--- src/design/rpf_pkg.sv ---
`default_nettype none

package rpf_pkg;

    localparam int ROW_BYTES_DEF   = 4096;
    localparam int FIELD_BYTES_DEF = 8;

    localparam int OFF_W   = 12;
    localparam int LEN_W   = 4;
    localparam int TYPE_W  = 3;
    localparam int REL_W   = 3;
    localparam int CONST_W = 64;
    localparam int FIELD_MAX = 8;

    // APB: eight registers on 8-byte strides, 64-bit data
    localparam int ADDR_W = 6;
    localparam int DATA_W = 64;
    localparam int REG_LSB = 3;
    localparam int REG_W   = 3;

    typedef enum logic [REG_W-1:0] {
        REG_COMPARE_KIND = 3'd0,
        REG_DATA_TYPE    = 3'd1,
        REG_RELATION     = 3'd2,
        REG_LEFT_OFFSET  = 3'd3,
        REG_LEFT_LENGTH  = 3'd4,
        REG_RIGHT_OFFSET = 3'd5,
        REG_RIGHT_LENGTH = 3'd6,
        REG_CONSTANT     = 3'd7
    } t_reg;

    typedef enum logic [TYPE_W-1:0] {
        DT_KEY  = 3'd0,
        DT_CHAR = 3'd1,
        DT_DATE = 3'd2,
        DT_UINT = 3'd3,
        DT_SINT = 3'd4
    } t_dtype;

    typedef enum logic [REL_W-1:0] {
        REL_LT = 3'd0,
        REL_LE = 3'd1,
        REL_EQ = 3'd2,
        REL_GE = 3'd3,
        REL_GT = 3'd4
    } t_rel;

    localparam logic [TYPE_W-1:0] TYPE_RESET = DT_KEY;
    localparam logic [REL_W-1:0]  REL_RESET  = REL_EQ;

    typedef struct packed {
        logic               column;
        logic [TYPE_W-1:0]  data_type;
        logic [REL_W-1:0]   relation;
        logic [OFF_W-1:0]   left_offset;
        logic [LEN_W-1:0]   left_length;
        logic [OFF_W-1:0]   right_offset;
        logic [LEN_W-1:0]   right_length;
        logic [CONST_W-1:0] constant_value;
    } t_cfg;

    // captured fields of one finished row, byte k of a field at [k]
    typedef struct packed {
        logic                      valid;
        logic                      fault;
        logic [FIELD_MAX-1:0][7:0] left;
        logic [FIELD_MAX-1:0][7:0] right;
    } t_snap;

    // zero counts as one, anything above the field storage is clamped
    function automatic logic [LEN_W-1:0] eff_len(input logic [LEN_W-1:0] n,
                                                 input logic [LEN_W-1:0] max_len);
        logic [LEN_W-1:0] r;
        if (n == '0) begin
            r = LEN_W'(1);
        end else if (n > max_len) begin
            r = max_len;
        end else begin
            r = n;
        end
        return r;
    endfunction

endpackage

`default_nettype wire

--- src/design/row_field_predicate_filter.sv ---
`default_nettype none

// Channel   Direction  Handshake                Payload
// -------   ---------  -----------------------  ------------------------------
// row in    input      i_in_valid / o_in_ready  i_row_byte[7:0], i_row_last
// result    output     o_out_valid / i_out_ready o_match, o_fault
// config    APB        psel/penable/pready      paddr[5:3] selects, pwdata[63:0]
//
// One row byte word is taken every cycle while o_in_ready is high.
// After its last byte is taken, the result word for a row passes through these stages:
// snapshot register, compare stage (bytewise order, 8x57 signed multiply), result register.
// Each stage moves when the next one is empty or moving, so stalls at the output
// propagate back to o_in_ready; with i_out_ready held high the input never stalls.
// Reset is synchronous, active low, and clears the byte position and all valid flags.

module row_field_predicate_filter
    import rpf_pkg::*;
#(
    parameter int ROW_BYTES   = ROW_BYTES_DEF,
    parameter int FIELD_BYTES = FIELD_BYTES_DEF
) (
    input  wire logic              i_clk,
    input  wire logic              i_rst_n,

    input  wire logic              i_in_valid,
    output logic                   o_in_ready,
    input  wire logic [7:0]        i_row_byte,
    input  wire logic              i_row_last,

    output logic                   o_out_valid,
    input  wire logic              i_out_ready,
    output logic                   o_match,
    output logic                   o_fault,

    input  wire logic              psel,
    input  wire logic              penable,
    input  wire logic              pwrite,
    input  wire logic [ADDR_W-1:0] paddr,
    input  wire logic [DATA_W-1:0] pwdata,
    output logic [DATA_W-1:0]      prdata,
    output logic                   pready
);

    logic               r_column;
    logic [TYPE_W-1:0]  r_data_type;
    logic [REL_W-1:0]   r_relation;
    logic [OFF_W-1:0]   r_left_offset;
    logic [LEN_W-1:0]   r_left_length;
    logic [OFF_W-1:0]   r_right_offset;
    logic [LEN_W-1:0]   r_right_length;
    logic [CONST_W-1:0] r_constant;

    t_cfg  w_cfg;
    t_snap w_snap;
    t_reg  w_sel;
    logic  w_wr;
    logic  w_take;

    assign pready = 1'b1;
    assign w_sel  = t_reg'(paddr[REG_LSB +: REG_W]);
    assign w_wr   = psel && penable && pwrite;

    always_ff @(posedge i_clk) begin
        if (!i_rst_n) begin
            r_column       <= 1'b0;
            r_data_type    <= TYPE_RESET;
            r_relation     <= REL_RESET;
            r_left_offset  <= '0;
            r_left_length  <= LEN_W'(1);
            r_right_offset <= '0;
            r_right_length <= LEN_W'(1);
            r_constant     <= '0;
        end else if (w_wr) begin
            unique case (w_sel)
                REG_COMPARE_KIND: r_column       <= pwdata[0];
                REG_DATA_TYPE:    r_data_type    <= pwdata[TYPE_W-1:0];
                REG_RELATION:     r_relation     <= pwdata[REL_W-1:0];
                REG_LEFT_OFFSET:  r_left_offset  <= pwdata[OFF_W-1:0];
                REG_LEFT_LENGTH:  r_left_length  <= pwdata[LEN_W-1:0];
                REG_RIGHT_OFFSET: r_right_offset <= pwdata[OFF_W-1:0];
                REG_RIGHT_LENGTH: r_right_length <= pwdata[LEN_W-1:0];
                REG_CONSTANT:     r_constant     <= pwdata[CONST_W-1:0];
                default:          ;
            endcase
        end
    end

    always_comb begin
        unique case (w_sel)
            REG_COMPARE_KIND: prdata = DATA_W'(r_column);
            REG_DATA_TYPE:    prdata = DATA_W'(r_data_type);
            REG_RELATION:     prdata = DATA_W'(r_relation);
            REG_LEFT_OFFSET:  prdata = DATA_W'(r_left_offset);
            REG_LEFT_LENGTH:  prdata = DATA_W'(r_left_length);
            REG_RIGHT_OFFSET: prdata = DATA_W'(r_right_offset);
            REG_RIGHT_LENGTH: prdata = DATA_W'(r_right_length);
            REG_CONSTANT:     prdata = DATA_W'(r_constant);
            default:          prdata = '0;
        endcase
    end

    assign w_cfg.column         = r_column;
    assign w_cfg.data_type      = r_data_type;
    assign w_cfg.relation       = r_relation;
    assign w_cfg.left_offset    = r_left_offset;
    assign w_cfg.left_length    = r_left_length;
    assign w_cfg.right_offset   = r_right_offset;
    assign w_cfg.right_length   = r_right_length;
    assign w_cfg.constant_value = r_constant;

    rpf_capture #(
        .ROW_BYTES   (ROW_BYTES),
        .FIELD_BYTES (FIELD_BYTES)
    ) u_capture (
        .i_clk   (i_clk),
        .i_rst_n (i_rst_n),
        .i_cfg   (w_cfg),
        .i_valid (i_in_valid),
        .o_ready (o_in_ready),
        .i_byte  (i_row_byte),
        .i_last  (i_row_last),
        .o_snap  (w_snap),
        .i_take  (w_take)
    );

    rpf_compare #(
        .FIELD_BYTES (FIELD_BYTES)
    ) u_compare (
        .i_clk   (i_clk),
        .i_rst_n (i_rst_n),
        .i_cfg   (w_cfg),
        .i_snap  (w_snap),
        .o_take  (w_take),
        .o_valid (o_out_valid),
        .i_ready (i_out_ready),
        .o_match (o_match),
        .o_fault (o_fault)
    );

endmodule

`default_nettype wire

--- src/design/rpf_capture.sv ---
`default_nettype none

module rpf_capture
    import rpf_pkg::*;
#(
    parameter int ROW_BYTES   = ROW_BYTES_DEF,
    parameter int FIELD_BYTES = FIELD_BYTES_DEF
) (
    input  wire logic       i_clk,
    input  wire logic       i_rst_n,
    input  wire t_cfg       i_cfg,
    input  wire logic       i_valid,
    output logic            o_ready,
    input  wire logic [7:0] i_byte,
    input  wire logic       i_last,
    output t_snap           o_snap,
    input  wire logic       i_take
);

    localparam int POS_W = $clog2(ROW_BYTES + 1);
    localparam int SUM_W = OFF_W + 1;
    localparam int CMP_W = (POS_W > SUM_W) ? POS_W : SUM_W;

    logic [POS_W-1:0] r_pos, n_pos;
    logic [FIELD_BYTES-1:0][7:0] r_left, n_left;
    logic [FIELD_BYTES-1:0][7:0] r_right, n_right;

    logic                      r_snap_valid;
    logic                      r_snap_fault;
    logic [FIELD_MAX-1:0][7:0] r_snap_left;
    logic [FIELD_MAX-1:0][7:0] r_snap_right;

    logic             w_accept;
    logic             w_not_full;
    logic [LEN_W-1:0] w_ll, w_rl;
    logic [CMP_W-1:0] w_pos, w_lo, w_ro, w_ldiff, w_rdiff, w_row_len;
    logic             w_lhit, w_rhit, w_fault;

    assign o_ready  = !r_snap_valid || i_take;
    assign w_accept = i_valid && o_ready;

    assign w_ll = eff_len(i_cfg.left_length, LEN_W'(FIELD_BYTES));
    assign w_rl = eff_len(i_cfg.right_length, LEN_W'(FIELD_BYTES));

    assign w_not_full = r_pos < POS_W'(ROW_BYTES);
    assign w_pos   = CMP_W'(r_pos);
    assign w_lo    = CMP_W'(i_cfg.left_offset);
    assign w_ro    = CMP_W'(i_cfg.right_offset);
    assign w_ldiff = w_pos - w_lo;
    assign w_rdiff = w_pos - w_ro;
    assign w_lhit  = w_not_full && (w_pos >= w_lo) && (w_ldiff < CMP_W'(w_ll));
    assign w_rhit  = w_not_full && (w_pos >= w_ro) && (w_rdiff < CMP_W'(w_rl));

    // bytes past the row limit are dropped and the row counts as full length
    assign w_row_len = w_not_full ? (w_pos + CMP_W'(1)) : CMP_W'(ROW_BYTES);
    assign w_fault   = ((w_lo + CMP_W'(w_ll)) > w_row_len) ||
                       (i_cfg.column && ((w_ro + CMP_W'(w_rl)) > w_row_len));

    always_comb begin
        n_pos   = r_pos;
        n_left  = r_left;
        n_right = r_right;
        if (w_accept) begin
            for (int k = 0; k < FIELD_BYTES; k++) begin
                if (w_lhit && (w_ldiff == CMP_W'(k))) begin
                    n_left[k] = i_byte;
                end
                if (w_rhit && (w_rdiff == CMP_W'(k))) begin
                    n_right[k] = i_byte;
                end
            end
            if (w_not_full) begin
                n_pos = r_pos + POS_W'(1);
            end
            if (i_last) begin
                n_pos = '0;
            end
        end
    end

    always_ff @(posedge i_clk) begin
        if (!i_rst_n) begin
            r_pos        <= '0;
            r_snap_valid <= 1'b0;
        end else begin
            r_pos <= n_pos;
            if (o_ready) begin
                r_snap_valid <= w_accept && i_last;
            end
        end
    end

    always_ff @(posedge i_clk) begin
        r_left  <= n_left;
        r_right <= n_right;
        if (w_accept && i_last) begin
            r_snap_fault <= w_fault;
            r_snap_left  <= (8 * FIELD_MAX)'(n_left);
            r_snap_right <= (8 * FIELD_MAX)'(n_right);
        end
    end

    assign o_snap.valid = r_snap_valid;
    assign o_snap.fault = r_snap_fault;
    assign o_snap.left  = r_snap_left;
    assign o_snap.right = r_snap_right;

endmodule

`default_nettype wire

--- src/design/rpf_compare.sv ---
`default_nettype none

module rpf_compare
    import rpf_pkg::*;
#(
    parameter int FIELD_BYTES = FIELD_BYTES_DEF
) (
    input  wire logic  i_clk,
    input  wire logic  i_rst_n,
    input  wire t_cfg  i_cfg,
    input  wire t_snap i_snap,
    output logic       o_take,
    output logic       o_valid,
    input  wire logic  i_ready,
    output logic       o_match,
    output logic       o_fault
);

    // stage 2: bytewise and unsigned orders, signed products
    logic               r_s2_valid;
    logic               r_s2_fault;
    logic               r_b_lt, r_b_gt, n_b_lt, n_b_gt;
    logic               r_u_lt, r_u_gt;
    logic signed [63:0] r_p_l, r_p_r, n_p_l, n_p_r;

    // stage 3: result word
    logic r_out_valid, r_out_match, r_out_fault;

    logic w_out_load, w_s2_load;

    logic [LEN_W-1:0]          w_ll, w_rl, w_m;
    logic [FIELD_MAX-1:0][7:0] w_rbytes;
    logic [63:0]               w_ua, w_ub;

    assign w_out_load = !r_out_valid || i_ready;
    assign w_s2_load  = !r_s2_valid || w_out_load;
    assign o_take     = w_s2_load;

    // constant mode: the constant takes the left field's length
    assign w_ll     = eff_len(i_cfg.left_length, LEN_W'(FIELD_BYTES));
    assign w_rl     = i_cfg.column ? eff_len(i_cfg.right_length, LEN_W'(FIELD_BYTES)) : w_ll;
    assign w_rbytes = i_cfg.column ? i_snap.right : i_cfg.constant_value;
    assign w_m      = (w_ll < w_rl) ? w_ll : w_rl;

    always_comb begin
        logic        done;
        logic        stop_nul;
        logic [55:0] mag_l, mag_r;
        logic signed [7:0]  s_l, s_r;
        logic signed [56:0] m_l, m_r;

        done     = 1'b0;
        stop_nul = (i_cfg.data_type != DT_KEY);
        n_b_lt   = 1'b0;
        n_b_gt   = 1'b0;
        for (int i = 0; i < FIELD_MAX; i++) begin
            if (!done && (LEN_W'(i) < w_m)) begin
                if (i_snap.left[i] != w_rbytes[i]) begin
                    done   = 1'b1;
                    n_b_lt = i_snap.left[i] < w_rbytes[i];
                    n_b_gt = i_snap.left[i] > w_rbytes[i];
                end else if (stop_nul && (i_snap.left[i] == 8'h00)) begin
                    done = 1'b1;
                end
            end
        end
        // tie on the common part: the shorter column is smaller
        if (!n_b_lt && !n_b_gt && i_cfg.column) begin
            n_b_lt = w_ll < w_rl;
            n_b_gt = w_ll > w_rl;
        end

        w_ua  = '0;
        w_ub  = '0;
        mag_l = '0;
        mag_r = '0;
        for (int i = 0; i < FIELD_MAX; i++) begin
            if (LEN_W'(i) < w_ll) begin
                w_ua[8*i +: 8] = i_snap.left[i];
            end
            if (LEN_W'(i) < w_rl) begin
                w_ub[8*i +: 8] = w_rbytes[i];
            end
        end
        for (int i = 1; i < FIELD_MAX; i++) begin
            if (LEN_W'(i) < w_ll) begin
                mag_l[8*(i-1) +: 8] = i_snap.left[i];
            end
            if (LEN_W'(i) < w_rl) begin
                mag_r[8*(i-1) +: 8] = w_rbytes[i];
            end
        end
        s_l   = signed'(i_snap.left[0]);
        s_r   = signed'(w_rbytes[0]);
        m_l   = signed'({1'b0, mag_l});
        m_r   = signed'({1'b0, mag_r});
        n_p_l = s_l * m_l;
        n_p_r = s_r * m_r;
    end

    always_ff @(posedge i_clk) begin
        if (!i_rst_n) begin
            r_s2_valid <= 1'b0;
        end else if (w_s2_load) begin
            r_s2_valid <= i_snap.valid;
        end
    end

    always_ff @(posedge i_clk) begin
        if (w_s2_load && i_snap.valid) begin
            r_s2_fault <= i_snap.fault;
            r_b_lt     <= n_b_lt;
            r_b_gt     <= n_b_gt;
            r_u_lt     <= w_ua < w_ub;
            r_u_gt     <= w_ua > w_ub;
            r_p_l      <= n_p_l;
            r_p_r      <= n_p_r;
        end
    end

    logic w_lt, w_gt, w_known, w_holds;

    always_comb begin
        w_lt    = 1'b0;
        w_gt    = 1'b0;
        w_known = 1'b1;
        unique case (i_cfg.data_type)
            DT_KEY, DT_CHAR, DT_DATE: begin
                w_lt = r_b_lt;
                w_gt = r_b_gt;
            end
            DT_UINT: begin
                w_lt = r_u_lt;
                w_gt = r_u_gt;
            end
            DT_SINT: begin
                w_lt = r_p_l < r_p_r;
                w_gt = r_p_l > r_p_r;
            end
            default: w_known = 1'b0;
        endcase

        w_holds = 1'b0;
        unique case (i_cfg.relation)
            REL_LT:  w_holds = w_lt;
            REL_LE:  w_holds = !w_gt;
            REL_EQ:  w_holds = !w_lt && !w_gt;
            REL_GE:  w_holds = !w_lt;
            REL_GT:  w_holds = w_gt;
            default: w_holds = 1'b0;
        endcase
    end

    always_ff @(posedge i_clk) begin
        if (!i_rst_n) begin
            r_out_valid <= 1'b0;
        end else if (w_out_load) begin
            r_out_valid <= r_s2_valid;
        end
    end

    always_ff @(posedge i_clk) begin
        if (w_out_load && r_s2_valid) begin
            r_out_fault <= r_s2_fault;
            r_out_match <= !r_s2_fault && w_known && w_holds;
        end
    end

    assign o_valid = r_out_valid;
    assign o_match = r_out_match;
    assign o_fault = r_out_fault;

endmodule

`default_nettype wire

--- config.mk ---
export PLATFORM = sky130hd
export DESIGN_NAME = row_field_predicate_filter
export DESIGN_NICKNAME = d
export VERILOG_FILES = /design/src/design/rpf_pkg.sv /design/src/design/row_field_predicate_filter.sv /design/src/design/rpf_capture.sv /design/src/design/rpf_compare.sv
export SDC_FILE = /design/constraint.sdc
export NUM_CORES = 2
export LEC_CHECK = 0
export BUFFER_PORTS_ARGS = -buffer_cell sky130_fd_sc_hd__buf_2
export CORE_MARGIN = 3
export CORE_UTILIZATION = 50
export DETAILED_ROUTE_END_ITERATION = 12
export HOLD_SLACK_MARGIN = 0.03
export PLACE_DENSITY_LB_ADDON = 0.08
export REMOVE_ABC_BUFFERS = 1
export SLEW_MARGIN = 15
export SYNTH_ARGS = -nofsm -noshare
export SYNTH_HDL_FRONTEND = slang
export SYNTH_SLANG_ARGS = --single-unit
--- constraint.sdc ---
create_clock -name i_clk -period 23 [get_ports i_clk]
set_input_delay 2.3 -clock i_clk [delete_from_list [all_inputs] [get_ports i_clk]]
set_output_delay 2.3 -clock i_clk [all_outputs]
set_load 0.02 [all_outputs]
==> impl_metrics.env <==
export IMPL_port_buffers=150
export IMPL_avgSynthCellArea_um2=9.21
export IMPL_clock_path_buffers=3
export IMPL_critPathCaptureType="flip-flop"
export IMPL_finalCriticalPeriod_ps=9600
export IMPL_crit_slowest_cell="a211oi_1"
export IMPL_postCtsHoldBufs=0
export IMPL_ys_seq_area_share_pct=22.8
export IMPL_tns_ps=0
export IMPL_clock_power_share_pct=39.0
export IMPL_place_hpwl_um=125000
export IMPL_post_cts_buffers=0
export IMPL_min_from="u_capture.r_snap_fault"
export IMPL_p_per_area_nw_per_um2=42.0
export IMPL_antenna_found_initial=10
export IMPL_cts_inserted_buffers=58
export IMPL_skew_ps=54.1
export IMPL_relSlewSlack_pct=20.1
export IMPL_syn_inst=6124
export IMPL_gp_congestion=0.897
export IMPL_crit_fanout=47
export IMPL_whs_ps=425
export IMPL_h_tree_depth=2
export IMPL_ir_drop_v=0.0000713
export IMPL_gr_total_overflow=0
export IMPL_finalWirelength_um=161000
export IMPL_r2r_start="r_column"
export IMPL_synth_edf_count=264
export IMPL_switching_share_pct=29.3
export IMPL_netlist_area_um2=56400
export IMPL_drv_slew=0
export IMPL_synthArstFlopShare_pct=0
export IMPL_run_status="completed"
export IMPL_fin_crit_sh_pct=41.7
export IMPL_internal_power_w=0.00179
export IMPL_cts_tree="built"
export IMPL_clk_pin_slew_worst_paths_ps=60
export IMPL_grtUsageTotal_pct=28.0
export IMPL_leakagePower_nw=26.7
export IMPL_cts_num_sinks=511
export IMPL_die_area_um2=117000
export IMPL_worst_slew_pin_slew_ps=1190
export IMPL_path_class="reg2reg"
export IMPL_vias_per_cell=5.58
export IMPL_hold_violations=0
export IMPL_io_pins=155
export IMPL_p_seq_share_pct=42.7
export IMPL_cts_resized=0
export IMPL_ys_types=93
export IMPL_cp_required_ps=23430
export IMPL_ys_seq_elements=511
export IMPL_crit_path_cell_trace="buf_4 > o21ai_1 > nor2_1 > nor2_1 > inv_1 > nor2_1 > fa_1 > inv_1 > fa_1 > inv_1 > fa_1 > fa_1 > ha_1 > o21a_1 > o31a_1 > o221ai_1 > a211oi_1 > a311oi_2 > o211ai_1 > o21ai_0 > a21boi_0 > mux2i_1 > nand2_1"
export IMPL_grt_pass1_wl_um=254000
export IMPL_drtAntennaViolNets=0
export IMPL_dieWidth_um=342
export IMPL_dp_cells=7531
export IMPL_yosys_top_cells_area="fa_1 (23%), edfxtp_1 (14%), ha_1 (12%)"
export IMPL_rsz0062_at_grt="no"
export IMPL_fmax_mhz=104
export IMPL_final_cells=7645
export IMPL_yosysWarnings=0
export IMPL_combPwrFrac_pct=18.3
export IMPL_die_h_um=342
export IMPL_synth_top_flop_cell="edfxtp_1"
export IMPL_arrival_ps=10030
export IMPL_nNetsFinal=7378
export IMPL_start_util_pct=50.7
export IMPL_clk_latency_ps=700
export IMPL_cts_root_buf="clkbuf_16"
export IMPL_yosysTopAreaCell="fa_1"
export IMPL_hp_class="reg2reg"
export IMPL_critical_path_startpoint="r_column"
export IMPL_vias=42600
export IMPL_yosysMostFrequentCell="inv_1"
export IMPL_cpMostUsedCell="fa_1"
export IMPL_grt_pass1_vias=43600
export IMPL_power_switching_w=0.000744
export IMPL_synth_top_area_share_pct=23.2
export IMPL_dr_pass1_iters=6
export IMPL_wl_per_cell_um=21.0
export IMPL_setup_viol_count_final=0
export IMPL_drt_iter0_drc=3158
export IMPL_grt_max_degree=134
export IMPL_critPathLaunchType="flip-flop"
export IMPL_drc=0
export IMPL_slowest_delay_ps=800
export IMPL_std_cell_rows=122
export IMPL_area_delta_synth_final_pct=7.14
export IMPL_layout_drive_gt1_share_pct=8.82
export IMPL_synthTopCellsByCount="inv_1 (1023), fa_1 (654), ha_1 (535), nor2_1 (518), nand2_1 (501)"
export IMPL_cap_viol_max_count=0
export IMPL_fp_coreArea_um2=111000
## through the flow
stage	setup WS, ps	cell area, um2	power, W	util (%)
final	13400	60400	0.00254	54.3
after global routing	12890	60400	0.00265	54.3
after CTS	13520	60400	0.00256	54.3
after detailed placement	13560	58400	0.00156	52.5
after global placement	13620	58400	0.00155	52.5
after floorplan	10180	55300	0.00141	-
## registers in the layout, summed over array words and instances (netlist names), 3 cells and up
name               flops
u_capture.o_snap     128
r_constant            64
u_capture.r_left      64
u_capture.r_right     64
u_compare.r_p_l       64
u_compare.r_p_r       64
u_capture.r_pos       13
r_left_offset         12
r_right_offset        12
r_left_length          4
r_right_length         4
r_data_type            3
r_relation             3
## cell type report
cell class / instances / area [um2]
clock buffer: 70 / 1580
timing repair buffer: 200 / 1140
inverter: 1028 / 3860
sequential: 511 / 12900
clock inverter: 40 / 457
antenna: 4 / 10.0
fill: 10300 / 50800
tap: 1488 / 1860
multi-input combinational: 4304 / 38700
## worst max-delay path: cells and delay by family, from the launching register on
family / cells / cell delay (ps)
DFF: 1 / 760
AOI/OAI and AO/OA: 9 / 3820
muxes: 1 / 240
adders and majority gates: 5 / 2290
and+or+nand+nor: 4 / 1030
buffers and inverters: 4 / 1120
## cells in the final DEF, fill, tap and decap left out, drive strengths merged, types with 44 or more instances in the layout
cell type / n
edfxtp: 264
or3: 49
nor2b: 118
inv: 1034
nand4: 60
nand2b: 54
nand2: 501
nand3: 66
a21o: 131
mux2: 145
o21a: 59
fa: 654
and2: 227
clkbuf: 70
and3: 153
or2: 48
buf: 200
xnor2: 99
ha: 535
dfxtp: 247
xor2: 44
a21boi: 76
nor2: 526
a21oi: 178
o21ai: 156
mux2i: 100
nor3: 64
## cells by family after synthesis
kind of cell / synth area share [%]
other cells: 0.00665
simple gates: 16.9
fa+ha+maj: 35.1
flops: 22.8
mux: 4.94
xor+xnor: 2.22
buf+inv: 8.76
compound gates: 9.30
## power groups by stage
stage	Combinational (W)	Sequential (W)	Clock [W]
floorplan	0.000299	0.00111	0
global placement	0.000447	0.00110	0
detailed placement	0.000458	0.00110	0
CTS	0.000461	0.00108	0.00101
global route	0.000517	0.00109	0.00104
finish	0.000464	0.00108	0.000990
## worst paths after layout
kind,depth (start not counted),to,slack (ps)
max reg2reg,23,u_compare.r_p_r[58],13400
max,23,u_compare.r_p_r[58],13400
min,0,u_compare.r_s2_fault,430
min reg2reg,0,u_compare.r_s2_fault,430
## routing by layer
metal	share of wire, %	GRT usage, %	up-vias
met5	0.017	0	-
met2	44	44.0	1234
met4	3.5	8.37	4
li1	-	-	19900
met3	6.4	3.95	216
met1	46	40.4	21300
(Power assumes the default switching activity.)
